--- config.mk ---
export PLATFORM = sky130hd
export DESIGN_NAME = tone_scale_sequencer
export DESIGN_NICKNAME = d
export VERILOG_FILES = /design/src/sv/tss_pkg.sv /design/src/sv/tone_scale_sequencer.sv /design/src/sv/tss_core.sv
export SDC_FILE = /design/constraint.sdc
export NUM_CORES = 1
export LEC_CHECK = 0
export BUFFER_PORTS_ARGS = -buffer_cell sky130_fd_sc_hd__buf_2
export CORE_MARGIN = 2
export CORE_UTILIZATION = 50
export DETAILED_ROUTE_END_ITERATION = 16
export PLACE_DENSITY = 0.66
export SKIP_CTS_REPAIR_TIMING = 1
export SYNTH_ARGS = -nofsm -noshare
export SYNTH_HDL_FRONTEND = slang
export SYNTH_SLANG_ARGS = --single-unit
--- constraint.sdc ---
create_clock -name clk -period 11.8 [get_ports clk]
set_input_delay 3.54 -clock clk [delete_from_list [all_inputs] [get_ports clk]]
set_output_delay 3.54 -clock clk [all_outputs]
set_load 0.01 [all_outputs]
--- src/sv/tss_pkg.sv ---
// tss_pkg: shared types and constants for the tone scale sequencer
// used by tss_core, tone_scale_sequencer and tss_checker; no dependencies
`timescale 1ns / 1ps
`default_nettype none

package tss_pkg;

  // sequencer phase
  typedef enum logic [1:0] {
    PH_IDLE = 2'd0,
    PH_NOTE = 2'd1,
    PH_GAP  = 2'd2,
    PH_WAIT = 2'd3
  } phase_t;

  // configuration register indexes
  typedef enum logic [0:0] {
    REG_NOTE_MS = 1'b0,
    REG_GAP_MS  = 1'b1
  } cfg_reg_t;

  localparam int unsigned CLK_HZ = 32'd6250000;

  // rounded pwm clock / note frequency, c4 up to c5
  localparam logic [15:0] TONE_PERIOD [8] = '{
    16'((CLK_HZ + 262 / 2) / 262),
    16'((CLK_HZ + 294 / 2) / 294),
    16'((CLK_HZ + 330 / 2) / 330),
    16'((CLK_HZ + 349 / 2) / 349),
    16'((CLK_HZ + 392 / 2) / 392),
    16'((CLK_HZ + 440 / 2) / 440),
    16'((CLK_HZ + 494 / 2) / 494),
    16'((CLK_HZ + 523 / 2) / 523)
  };

  localparam logic [15:0] RESET_PERIOD  = 16'd23854;
  localparam logic [15:0] NOTE_MS_RESET = 16'd350;
  localparam logic [15:0] GAP_MS_RESET  = 16'd70;
  localparam logic [15:0] CNT_MAX       = 16'hFFFF;

  localparam int IN_W  = 8;
  localparam int OUT_W = 40;

  typedef struct packed {
    logic        busy;
    logic [2:0]  note_number;
    logic [14:0] duty_count;
    logic [15:0] pwm_period;
  } tss_result_t;

endpackage

`default_nettype wire

--- src/sv/tone_scale_sequencer.sv ---
// tone_scale_sequencer: millisecond-tick scale player producing pwm period and duty
// latency: a result is registered and appears in the cycle after its tick is accepted
// throughput: one tick per cycle; a held result blocks input only while the sink stalls
// reset: synchronous active-low; sequencer idle, switch seen as released,
//   period 23854, duty 0, note_ms 350, gap_ms 70, output register empty
// depends on tss_pkg and tss_core
`timescale 1ns / 1ps
`default_nettype none

module tone_scale_sequencer #(
  parameter int NOTES = 8
) (
  input  wire logic                      clk,
  input  wire logic                      rst_n,
  // tick input
  input  wire logic                      in_tvalid,
  output logic                           in_tready,
  input  wire logic [tss_pkg::IN_W-1:0]  in_tdata,   // [0] start_level, [1] stop_pulse
  // result output
  output logic                           out_tvalid,
  input  wire logic                      out_tready,
  output logic [tss_pkg::OUT_W-1:0]      out_tdata,  // [15:0] pwm_period,
                                                     // [30:16] duty_count,
                                                     // [33:31] note_number, [34] busy_res
  // register writes
  input  wire logic                      cfg_valid,
  output logic                           cfg_ready,
  input  wire logic [0:0]                cfg_index,
  input  wire logic [15:0]               cfg_data
);
  import tss_pkg::*;

  logic        in_acc;
  logic [15:0] note_ms_r;
  logic [15:0] gap_ms_r;
  logic        out_valid_r;
  logic [OUT_W-1:0] out_data_r;
  tss_result_t res_nxt;

  // the output register can take a new result when empty or being drained
  assign in_tready = !out_valid_r || out_tready;
  assign in_acc    = in_tvalid && in_tready;

  // register writes are always taken
  assign cfg_ready = 1'b1;

  always_ff @(posedge clk) begin
    if (!rst_n) begin
      note_ms_r <= NOTE_MS_RESET;
      gap_ms_r  <= GAP_MS_RESET;
    end else if (cfg_valid) begin
      case (cfg_reg_t'(cfg_index))
        REG_NOTE_MS: note_ms_r <= cfg_data;
        REG_GAP_MS:  gap_ms_r  <= cfg_data;
        default: begin
        end
      endcase
    end
  end

  // sequencer state advances by one tick per accepted transaction
  tss_core #(
    .NOTES (NOTES)
  ) u_core (
    .clk     (clk),
    .rst_n   (rst_n),
    .step_en (in_acc),
    .level   (in_tdata[0]),
    .stop    (in_tdata[1]),
    .note_ms (note_ms_r),
    .gap_ms  (gap_ms_r),
    .res_nxt (res_nxt)
  );

  // output register: valid flag under reset, payload loaded on accept
  always_ff @(posedge clk) begin
    if (!rst_n) begin
      out_valid_r <= 1'b0;
    end else if (in_acc) begin
      out_valid_r <= 1'b1;
    end else if (out_tready) begin
      out_valid_r <= 1'b0;
    end
  end

  always_ff @(posedge clk) begin
    if (in_acc) begin
      out_data_r <= OUT_W'(res_nxt);
    end
  end

  assign out_tvalid = out_valid_r;
  assign out_tdata  = out_data_r;

endmodule

`default_nettype wire

--- src/sv/tss_core.sv ---
// tss_core: per-tick sequencer state and next-state logic
// depends on tss_pkg (phase type, tone table, result struct)
`timescale 1ns / 1ps
`default_nettype none

module tss_core #(
  parameter int NOTES = 8
) (
  input  wire logic                 clk,
  input  wire logic                 rst_n,
  input  wire logic                 step_en,
  input  wire logic                 level,
  input  wire logic                 stop,
  input  wire logic [15:0]          note_ms,
  input  wire logic [15:0]          gap_ms,
  output tss_pkg::tss_result_t      res_nxt
);
  import tss_pkg::*;

  localparam int PW = (NOTES > 1) ? $clog2(NOTES) : 1;
  localparam logic [PW-1:0] LAST_POS = PW'(NOTES - 1);

  phase_t       phase_r, phase_nxt;
  logic [PW-1:0] pos_r, pos_nxt;
  logic [15:0]  cnt_r, cnt_nxt;
  logic         last_r, last_nxt;
  logic         stop_flag_r, stop_flag_nxt;
  logic [15:0]  period_r, period_nxt;
  logic [14:0]  duty_r, duty_nxt;

  logic [15:0]  note_len;
  logic [PW-1:0] pos_inc;
  logic [3:0]   inc_ext;
  logic [3:0]   pos_ext;

  assign note_len = (note_ms == 16'd0) ? 16'd1 : note_ms;
  assign pos_inc  = pos_r + 1'b1;
  assign inc_ext  = 4'(pos_inc);
  assign pos_ext  = 4'(pos_nxt);

  // next state
  always_comb begin
    phase_nxt     = phase_r;
    pos_nxt       = pos_r;
    cnt_nxt       = cnt_r;
    stop_flag_nxt = stop_flag_r;
    period_nxt    = period_r;
    duty_nxt      = duty_r;
    last_nxt      = level;

    case (phase_r)
      PH_IDLE: begin
        // released-to-pressed edge starts note 0
        if (last_r && !level) begin
          stop_flag_nxt = 1'b0;
          pos_nxt       = '0;
          period_nxt    = TONE_PERIOD[0];
          duty_nxt      = TONE_PERIOD[0][15:1];
          phase_nxt     = PH_NOTE;
          cnt_nxt       = '0;
        end
      end
      PH_NOTE, PH_GAP: begin
        if (phase_nxt == PH_NOTE && cnt_nxt >= note_len) begin
          duty_nxt  = '0;
          phase_nxt = PH_GAP;
          cnt_nxt   = '0;
        end
        // zero gap falls straight through to the next note
        if (phase_nxt == PH_GAP && cnt_nxt >= gap_ms) begin
          if (pos_r == LAST_POS) begin
            duty_nxt  = '0;
            phase_nxt = PH_WAIT;
            cnt_nxt   = '0;
          end else begin
            pos_nxt    = pos_inc;
            period_nxt = TONE_PERIOD[inc_ext[2:0]];
            duty_nxt   = TONE_PERIOD[inc_ext[2:0]][15:1];
            phase_nxt  = PH_NOTE;
            cnt_nxt    = '0;
          end
        end
      end
      default: begin
      end
    endcase

    if ((phase_nxt == PH_NOTE || phase_nxt == PH_GAP) && cnt_nxt != CNT_MAX) begin
      cnt_nxt = cnt_nxt + 16'd1;
    end

    if (stop) begin
      stop_flag_nxt = 1'b1;
      duty_nxt      = '0;
      if (phase_nxt == PH_NOTE || phase_nxt == PH_GAP) begin
        phase_nxt = PH_WAIT;
        cnt_nxt   = '0;
      end
    end

    if (phase_nxt == PH_WAIT && level) begin
      phase_nxt = PH_IDLE;
    end
  end

  // result of this tick
  always_comb begin
    res_nxt.pwm_period  = period_nxt;
    res_nxt.duty_count  = duty_nxt;
    res_nxt.note_number = pos_ext[2:0];
    res_nxt.busy        = (phase_nxt == PH_NOTE || phase_nxt == PH_GAP);
  end

  always_ff @(posedge clk) begin
    if (!rst_n) begin
      phase_r     <= PH_IDLE;
      pos_r       <= '0;
      cnt_r       <= '0;
      last_r      <= 1'b1;
      stop_flag_r <= 1'b0;
      period_r    <= RESET_PERIOD;
      duty_r      <= '0;
    end else if (step_en) begin
      phase_r     <= phase_nxt;
      pos_r       <= pos_nxt;
      cnt_r       <= cnt_nxt;
      last_r      <= last_nxt;
      stop_flag_r <= stop_flag_nxt;
      period_r    <= period_nxt;
      duty_r      <= duty_nxt;
    end
  end

endmodule

`default_nettype wire

# ---- After elaboration in Yosys (flattened, before gate mapping)
# Memories as Yosys holds them, arrays and structs flattened.
# Cells that the tools add are included.
dict set report totals {
  latchBits 0
  ram_bits 0
  memories 1
  output_inout_bits 43
  regBits 121
  romBits 128
}
# name depth width read_ports rd_ports_with_merged_regs write_ports line_no
set mem_list {}
lappend mem_list {{(name not given)} 8 16 1 0 0 tss_core.sv:77} ;# period_nxt = TONE_PERIOD[inc_ext[2:0]];
dict set report classes {
  reduce_logical 17
  mul 0
  bitwise 2
  add_sub_neg 2
  magnitude_cmp 3
  eq_ne 10
  n_shift 0
  n_div 0
  mux 36
}
# cell n
set ops {}
lappend ops {{$mux W16} 13}
lappend ops {{$mux W15} 5}
lappend ops {{$pmux W16 S2} 2}
lappend ops {{$ge A16 B16 Y1} 2}
lappend ops {{$pmux W15 S2} 1}
lappend ops {{$add A16 B1 Y16 const B} 1}
lappend ops {{$logic_not A16 Y1} 1}
lappend ops {{$mux W2} 8}
lappend ops {{$ne A16 B16 Y1 const B} 1}
lappend ops {{$eq A2 B2 Y1 const B} 5}
lappend ops {{$mux W3} 3}
lappend ops {{$eq A2 B1 Y1 const B} 3}
lappend ops {{$logic_and A1 B1 Y1} 6}
lappend ops {{$pmux W3 S2} 1}
lappend ops {{$ge A4 B4 Y1 const B} 1}
lappend ops {{$not A3 Y4} 1}
lappend ops {{$pmux W2 S2} 1}
lappend ops {{$reduce_and A2 Y1} 2}
lappend ops {{$add A3 B1 Y3 const B} 1}
lappend ops {{$eq A3 B3 Y1 const B} 1}
lappend ops {{$logic_or A1 B1 Y1} 3}
lappend ops {{$logic_not A1 Y1} 2}
lappend ops {{$logic_not A2 Y1} 1}
lappend ops {{$mux W1} 2}
lappend ops {{other kinds (3)} 3}

# ---- Longest topological paths before layout
# Gate-level depths: netlist (run 1).
dict set report logic_depth {
  depth_word 19
  depth_mapped 27
  depth_no_buf 23
}

# ---- By module
# A second synthesis (run 1) with hierarchy kept.
dict set report hier_totals {
  cells_unflattened 814
  area_unflattened_um2 7076.8
}
# module cells_each seq_area_each_um2 instances area_per_inst_um2
set by_module_without_submodules {}
lappend by_module_without_submodules {tss_core 635 1061.0 1 4635.7}
lappend by_module_without_submodules {tone_scale_sequencer 179 1711.6 1 2441.1}

# ---- Least setup slack after synthesis (run 1)
# OpenSTA, ideal clock, no wires.
dict set report synth_timing {
  kind {input -> output}
  start {input out_tready}
  end {output in_tready}
  cell_stages 1
  arrival_time_ns 3.723
  slack_ns 4.537
  t_required_ns 8.260
  cell_sequence {nand2b_1}
}
dict set report synth_between {
  elab_chain_cells 1
}
# item line_no
set synth_lines {}
lappend synth_lines {{start: declaration} tone_scale_sequencer.sv:21} ;# input wire logic out_tready,
lappend synth_lines {{$logic_or A1 B1 Y1} tone_scale_sequencer.sv:41} ;# assign in_tready = !out_valid_r || out_tready;
lappend synth_lines {{end: declaration} tone_scale_sequencer.sv:17} ;# output logic in_tready,
# No other way between the ends.

# ---- Worst setup path after layout (run 1)
dict set report layout_timing {
  start {register note_ms_r[9]}
  end {register u_core.cnt_r[12]}
}
dict set report layout_between {
  elab_chain_cells 16
  elab_cells_between_ends 24
}
# item line_no
set layout_lines {}
lappend layout_lines {{start: declaration} tone_scale_sequencer.sv:34} ;# logic [15:0] note_ms_r;
lappend layout_lines {{start signal: assignment} tone_scale_sequencer.sv:53} ;# REG_NOTE_MS: note_ms_r <= cfg_data;
lappend layout_lines {{$logic_not A16 Y1} tss_core.sv:36} ;# assign note_len = (note_ms == 16'd0) ? 16'd1 : note_ms;
lappend layout_lines {{$mux W16 (*)} tss_core.sv:36}
lappend layout_lines {{$ge A16 B16 Y1 (*)} tss_core.sv:64} ;# if (phase_nxt == PH_NOTE && cnt_nxt >= note_len) begin
lappend layout_lines {{$logic_and A1 B1 Y1 (*)} tss_core.sv:64}
lappend layout_lines {{branches (longest 11 deep; another with $ge A16 B16 Y1)} -}
lappend layout_lines {{$mux W16 (*)} tss_core.sv:92} ;# if (stop) begin
lappend layout_lines {{end signal: assignment} tss_core.sv:126} ;# cnt_r <= cnt_nxt;
lappend layout_lines {{end: declaration} tss_core.sv:25} ;# logic [15:0] cnt_r, cnt_nxt;
# Mark *: on every way between the ends. The select of a mux whose other input is x is not followed.
# A chain may end at the register's enable or synchronous reset.

==> flow_summary.json, run 1 <==
{
  "status": "finished clean",
  "dp_hpwl_um": 12350,
  "start_util": 0.5131,
  "cp.required_ns": 12.11,
  "viasPerCell": 5.937,
  "fmax_mhz": 128.5,
  "setup.worst_path.class": "reg2reg",
  "seq_power_share": 0.418,
  "ys_ff_latch": 121,
  "worstHoldPathType": "reg2reg",
  "grt_first_pass_wirelength_um": 28450,
  "n_antenna_cell": 0,
  "cellLeakagePower_nw": 3.152,
  "num_rows": 42,
  "ir_drop_mv": 0.09548,
  "yosysWarningCount": 0,
  "cts_max_level": 4,
  "cp-end-kind": "flip-flop",
  "worst_clock_skew_ns": 0.01150,
  "ant_nets": 0,
  "nets": 919,
  "clk_latency_ns": 0.42,
  "root_buffer": "clkbuf_16",
  "num_vias": 6133,
  "io_buffers": 60,
  "ys_types": 69,
  "p_int_uw": 800.0,
  "syn_area_per_cell_sq_um": 8.431,
  "io_pins": 73,
  "core_sq_mm": 0.01324,
  "cap_violations": 0,
  "path_clk_slew_ns": 0.06,
  "setup_viol": 0,
  "yosys_most_used_dff": "dfxtp_1",
  "syn-cell-area_sq_mm": 0.006795,
  "async_flop_share": 0,
  "drive_gt1_frac": 0.1237,
  "cts_buffers": 17,
  "ys_top_cells_by_area": "dfxtp_1, edfxtp_1, ha_1",
  "clock_path_buffers": 2,
  "drt-initial-drc-count": 632,
  "drc": 0,
  "min_period_over_period": 0.6594,
  "rsz0062_at_grt": "no",
  "die_h_um": 120.6,
  "synth_edf_count": 35,
  "maxSlewViolCount": 0,
  "p_per_area_mw_per_mm2": 145.1,
  "seq_area_frac_synth": 0.4080,
  "tightest_slew_ns": 1.035,
  "routed_wl_um": 17650,
  "dieArea_sq_mm": 0.01454,
  "tns_ns": 0,
  "place.gp.congestion": 0.9222,
  "area_growth_pct": 13.13,
  "numClockSinks": 121,
  "grt_overflow": 0,
  "pwr-share-comb": 0.164,
  "die_x_um": 120.6,
  "yosys.area.top_type_share": 0.2534,
  "synth_common_cells": "nand2_1, a21oi_1, dfxtp_1, nor2_1",
  "fin_util": 0.5805,
  "start_kind": "flip-flop",
  "hold_viol": 0,
  "synth_cells": 806,
  "antenna_found_initial": 0,
  "relSlewSlack": 0.3049,
  "min_period_ns": 7.781,
  "yosys.area.top_type": "dfxtp_1",
  "p_sw_uw": 315.2,
  "grt_max_degree": 52,
  "clkPwrFrac": 0.418,
  "crit_fanout": 13,
  "switching_share": 0.2826,
  "wire_per_inst_um": 17.09,
  "cts_tree": "done",
  "gr-usage-all-layers": 0.2504,
  "crit_arrival_ns": 8.09,
  "grt_pass1_vias": 5651,
  "synth_most_common_cell": "nand2_1",
  "drtPass1Iterations": 5
}
power by group through the flow:
stage / clock network, mW / logic [mW] / registers (mW)
2_1_floorplan: 0 / 0.124 / 0.479
3_3_place_gp: 0 / 0.175 / 0.473
3_5_place_dp: 0 / 0.179 / 0.474
4_1_cts: 0.472 / 0.180 / 0.466
5_1_grt: 0.494 / 0.201 / 0.468
6_report: 0.466 / 0.183 / 0.466
worst paths after layout:
kind                 from          endpoint  slack (ns)  depth (start not counted)
max          note_ms_r[9]  u_core.cnt_r[12]        4.02                         23
min          gap_ms_r[12]      gap_ms_r[12]        0.46                          2
max reg2reg  note_ms_r[9]  u_core.cnt_r[12]        4.02                         23
min reg2reg  gap_ms_r[12]      gap_ms_r[12]        0.46                          2
state kept, by name, indices dropped and copies added, names as in the netlist:
signal,flops
out_tdata,35
gap_ms_r,16
note_ms_r,16
u_core.cnt_r,16
u_core.period_r,16
u_core.duty_r,15
u_core.pos_r,3
u_core.phase_r,2
out_tvalid,1
u_core.last_r,1
cell families after synthesis:
logic type / after synthesis / synth area share
AOI/OAI and AO/OA: 251 / 0.2445
buffers and inverters: 98 / 0.05855
muxes: 2 / 0.002946
xor gates and xnor gates: 1 / 0.001289
DFF: 121 / 0.4080
adders and majority gates: 45 / 0.08286
other: 2 / 0.001105
and+or+nand+nor: 286 / 0.2007
layer usage:
metal	vias up	part of all wire	track usage
met2	254	0.46	0.3969
met5	-	0	0
met4	0	0.016	0.08939
met3	26	0.071	0.05660
li1	2974	-	-
met1	2879	0.45	0.3362
metrics by stage:
step	hold slack (ns)	total power [mW]	instances	instance area (sq um)	setup WS (ns)
after detailed placement	0.4482	0.6527	1001	7158	4.182
after global placement	0.4439	0.6486	1001	7158	4.329
after floorplan	0.4363	0.6026	810	6810	4.537
final	0.4557	1.115	1033	7687	4.019
after global routing	0.4893	1.163	1033	7687	3.488
after CTS	0.4559	1.118	1033	7687	4.117
final cells by class:
| type | instances | area (sq um) |
|---|---|---|
| Clock inverter | 8 | 47.55 |
| Sequential cell | 121 | 2773 |
| Inverter | 46 | 172.7 |
| Multi-Input combinational cell | 591 | 3640 |
| Tap cell | 176 | 220.2 |
| Clock buffer | 24 | 481.7 |
| Fill cell | 1187 | 5555 |
| Timing Repair Buffer | 67 | 352.8 |
cell usage in the layout (no fill, tap or decap), types with 5 or more instances in the layout:
cell type / synthesis / routed
o21ai_1: 5 / 5
nor3_1: 13 / 13
inv_1: 45 / 44
and3_1: 9 / 9
nand2_1: 120 / 120
nor2_1: 46 / 46
a2bb2oi_1: 5 / 5
edfxtp_1: 35 / 35
o211ai_1: 18 / 18
ha_1: 45 / 45
nand3_1: 20 / 20
buf_4: 7 / 7
a31oi_1: 7 / 7
and2_1: 23 / 23
or3_1: 6 / 6
dfxtp_1: 86 / 86
a21o_1: 10 / 10
o21a_1: 10 / 10
nor4_1: 5 / 5
a211o_1: 5 / 5
buf_2: 3 / 60
nor2b_1: 6 / 6
clkbuf_16: 0 / 17
o21ai_0: 33 / 33
nand4_1: 12 / 12
nand2b_1: 11 / 11
o211a_1: 10 / 10
a21oi_1: 89 / 89
a211oi_1: 8 / 8
o31ai_1: 5 / 5
conb_1: 2 / 6
critical path, cell delays in order (launching register included):
cell	delay [ns]
dfxtp_1	0.32
nor4_1	0.39
a41o_1	0.26
ha_1	0.23
nand2b_4	0.13
a2111o_1	0.46
and3_4	0.20
o31ai_1	0.69
buf_4	0.30
and2_1	0.15
ha_1	0.18
o21a_1	0.13
o211ai_1	0.08
a211o_1	0.29
o211ai_1	0.76
a32o_1	0.31
o21ai_0	0.11
ha_1	0.58
nor2b_1	0.38
nand3_1	0.17
nor3_1	0.86
nand3_1	0.19
and4_1	0.25
a211o_1	0.21
No activity file was read; power rests on OpenSTA's default activity.
==> inputs of run 2 (changes only) <==
==> constraint.sdc (replaced) <==
create_clock -name clk -period 7.63 [get_ports clk]
set_input_delay 2.289 -clock clk [delete_from_list [all_inputs] [get_ports clk]]
set_output_delay 2.289 -clock clk [all_outputs]
set_load 0.01 [all_outputs]
==> flow_summary.json, run 2 (same netlist as run 1, synthesis figures left out) <==
{
  "status": "finished clean",
  "ir_drop_mv": 0.1988,
  "crit_fanout": 15,
  "nets": 923,
  "root_buffer": "clkbuf_16",
  "pwr-share-comb": 0.159,
  "grt_first_pass_wirelength_um": 28330,
  "drc": 0,
  "largest_reg_flops": 35,
  "relSlewSlack": 0.2786,
  "cts_tree": "done",
  "num_vias": 6055,
  "clock_path_buffers": 2,
  "grt_overflow": 0,
  "setup.worst_path.class": "reg2reg",
  "hold_viol": 0,
  "seq_power_share": 0.404,
  "cp-end-kind": "flip-flop",
  "crit_slowest_cell": "o211ai_1",
  "critPathMaxStageDelay_ns": 0.73,
  "cap_violations": 0,
  "numClockSinks": 121,
  "core_sq_mm": 0.01324,
  "crit_arrival_ns": 7.22,
  "p_int_mw": 1.301,
  "min_period_over_period": 0.8983,
  "io_pins": 73,
  "cts_buffers": 17,
  "area_growth_pct": 14.34,
  "min_period_ns": 6.854,
  "fmax_mhz": 145.9,
  "cp-endpoint": "u_core.cnt_r[10]",
  "gr-usage-all-layers": 0.2501,
  "grt_pass1_vias": 5602,
  "num_rows": 42,
  "drtPass1Iterations": 5,
  "viasPerCell": 5.839,
  "final_common_cell": "nand2_1",
  "cp_common_cell": "ha_1",
  "routed_wl_um": 17680,
  "start_util": 0.5131,
  "rsz0062_at_grt": "no",
  "io_buffers": 60,
  "instances_no_fill": 1037,
  "drive_gt1_frac": 0.1289,
  "die_h_um": 120.6,
  "grt_max_degree": 44,
  "crit-reg2reg-launch": "note_ms_r[9]",
  "r2r_setup_slack_ns": 0.78,
  "place.gp.congestion": 0.8534,
  "die_x_um": 120.6,
  "tightest_slew_ns": 1.081,
  "cellLeakagePower_nw": 3.196,
  "n_antenna_cell": 0,
  "final_cell_mix": "nand2_1, a21oi_1, dfxtp_1, buf_2, nor2_1",
  "p_sw_uw": 482.4,
  "cp.required_ns": 7.99,
  "ant_nets": 0,
  "rr_worst_depth": 24,
  "start_kind": "flip-flop",
  "p_per_area_mw_per_mm2": 229.5,
  "worst_r2r_endpoint": "u_core.cnt_r[10]",
  "cts_max_level": 4,
  "setup_viol": 0,
  "drt-initial-drc-count": 473,
  "antenna_found_initial": 0,
  "switching_share": 0.2705,
  "path_clk_slew_ns": 0.05,
  "clk_latency_ns": 0.43,
  "critPathLaunch": "note_ms_r[9]",
  "cp_num_buf_inv": 2,
  "dp.cells": 1005,
  "path_delay_family": "compound AO/OA/AOI/OAI gates",
  "cp.depth": 24,
  "worstHoldPathType": "reg2reg",
  "wire_per_inst_um": 17.04,
  "dp_hpwl_um": 12320,
  "maxSlewViolCount": 0,
  "tns_ns": 0,
  "worst_clock_skew_ns": 0.01229,
  "dpl_cell_area_sq_mm": 0.007188,
  "clkPwrFrac": 0.436,
  "postLayoutCellArea_sq_mm": 0.007770,
  "dieArea_sq_mm": 0.01454,
  "crit_chain": "nor4_1, a41o_1, ha_1, nand2b_4, a2111o_1, and3_4, o31ai_1, buf_4, and2_1, ha_1, o21a_1, o211ai_1, a211o_1, o211ai_1, a32o_1, o21ai_0, ha_1, nor2b_1, nand3_1, nor3_1, buf_4, nand3_1, o31ai_1, a41o_1"
}
## run 2: cell count changes in the layout (fill, tap and decap cells not counted), sizes merged
| cell | before | now |
|---|---|---|
| inv | 47 | 45 |
| clkbuf | 24 | 25 |
| buf | 67 | 71 |
| bufinv | 0 | 1 |
## run 2: power groups by stage
stage | logic, mW | clock network, mW | registers, mW
floorplan | 0.192 | 0 | 0.740
global placement | 0.273 | 0 | 0.732
detailed placement | 0.278 | 0 | 0.733
finish | 0.284 | 0.778 | 0.721
CTS | 0.281 | 0.791 | 0.721
global route | 0.311 | 0.826 | 0.724
## run 2: worst min-delay path: stages (launching register included)
cell     delay, ns
dfxtp_1       0.30
nand2_1       0.05
a21oi_1       0.05
## run 2: cell type report
class	instances	area (sq um)
fill	1232	5473
multi-input combinational	591	3640
sequential	121	2773
clock buffer	25	516.7
timing repair buffer	71	382.9
tap	176	220.2
inverter	46	172.7
clock inverter	7	65.06
## run 2: through the flow
| step | worst slack [ns] | hold WS, ns | utilization | power (mW) |
|---|---|---|---|---|
| 6_report | 0.7760 | 0.4560 | 0.5867 | 1.784 |
| 5_1_grt | 0.3213 | 0.4826 | 0.5867 | 1.862 |
| 4_1_cts | 0.7994 | 0.4588 | 0.5867 | 1.793 |
| 3_5_place_dp | 0.8934 | 0.4519 | 0.5428 | 1.011 |
| 3_3_place_gp | 1.056 | 0.4457 | 0.5428 | 1.005 |
| 2_1_floorplan | 1.514 | 0.4363 | - | 0.9320 |
## run 2: worst min path at each step
stage               cells past startpoint            to  slack (ns)         start
floorplan                               2  gap_ms_r[10]        0.44  gap_ms_r[10]
global placement                        2   gap_ms_r[5]        0.45   gap_ms_r[5]
detailed placement                      2  gap_ms_r[15]        0.45  gap_ms_r[15]
CTS                                     2  gap_ms_r[15]        0.46  gap_ms_r[15]
global route                            2   gap_ms_r[7]        0.48   gap_ms_r[7]
finish                                  2  gap_ms_r[15]        0.46  gap_ms_r[15]
## run 2: metal layers
| layer | wire length (um) | track usage |
|---|---|---|
| met1 | 8077 | 0.3358 |
| met2 | 8089 | 0.3909 |
| met3 | 1157 | 0.06226 |
| met4 | 350 | 0.09157 |
| met5 | 0 | 0 |
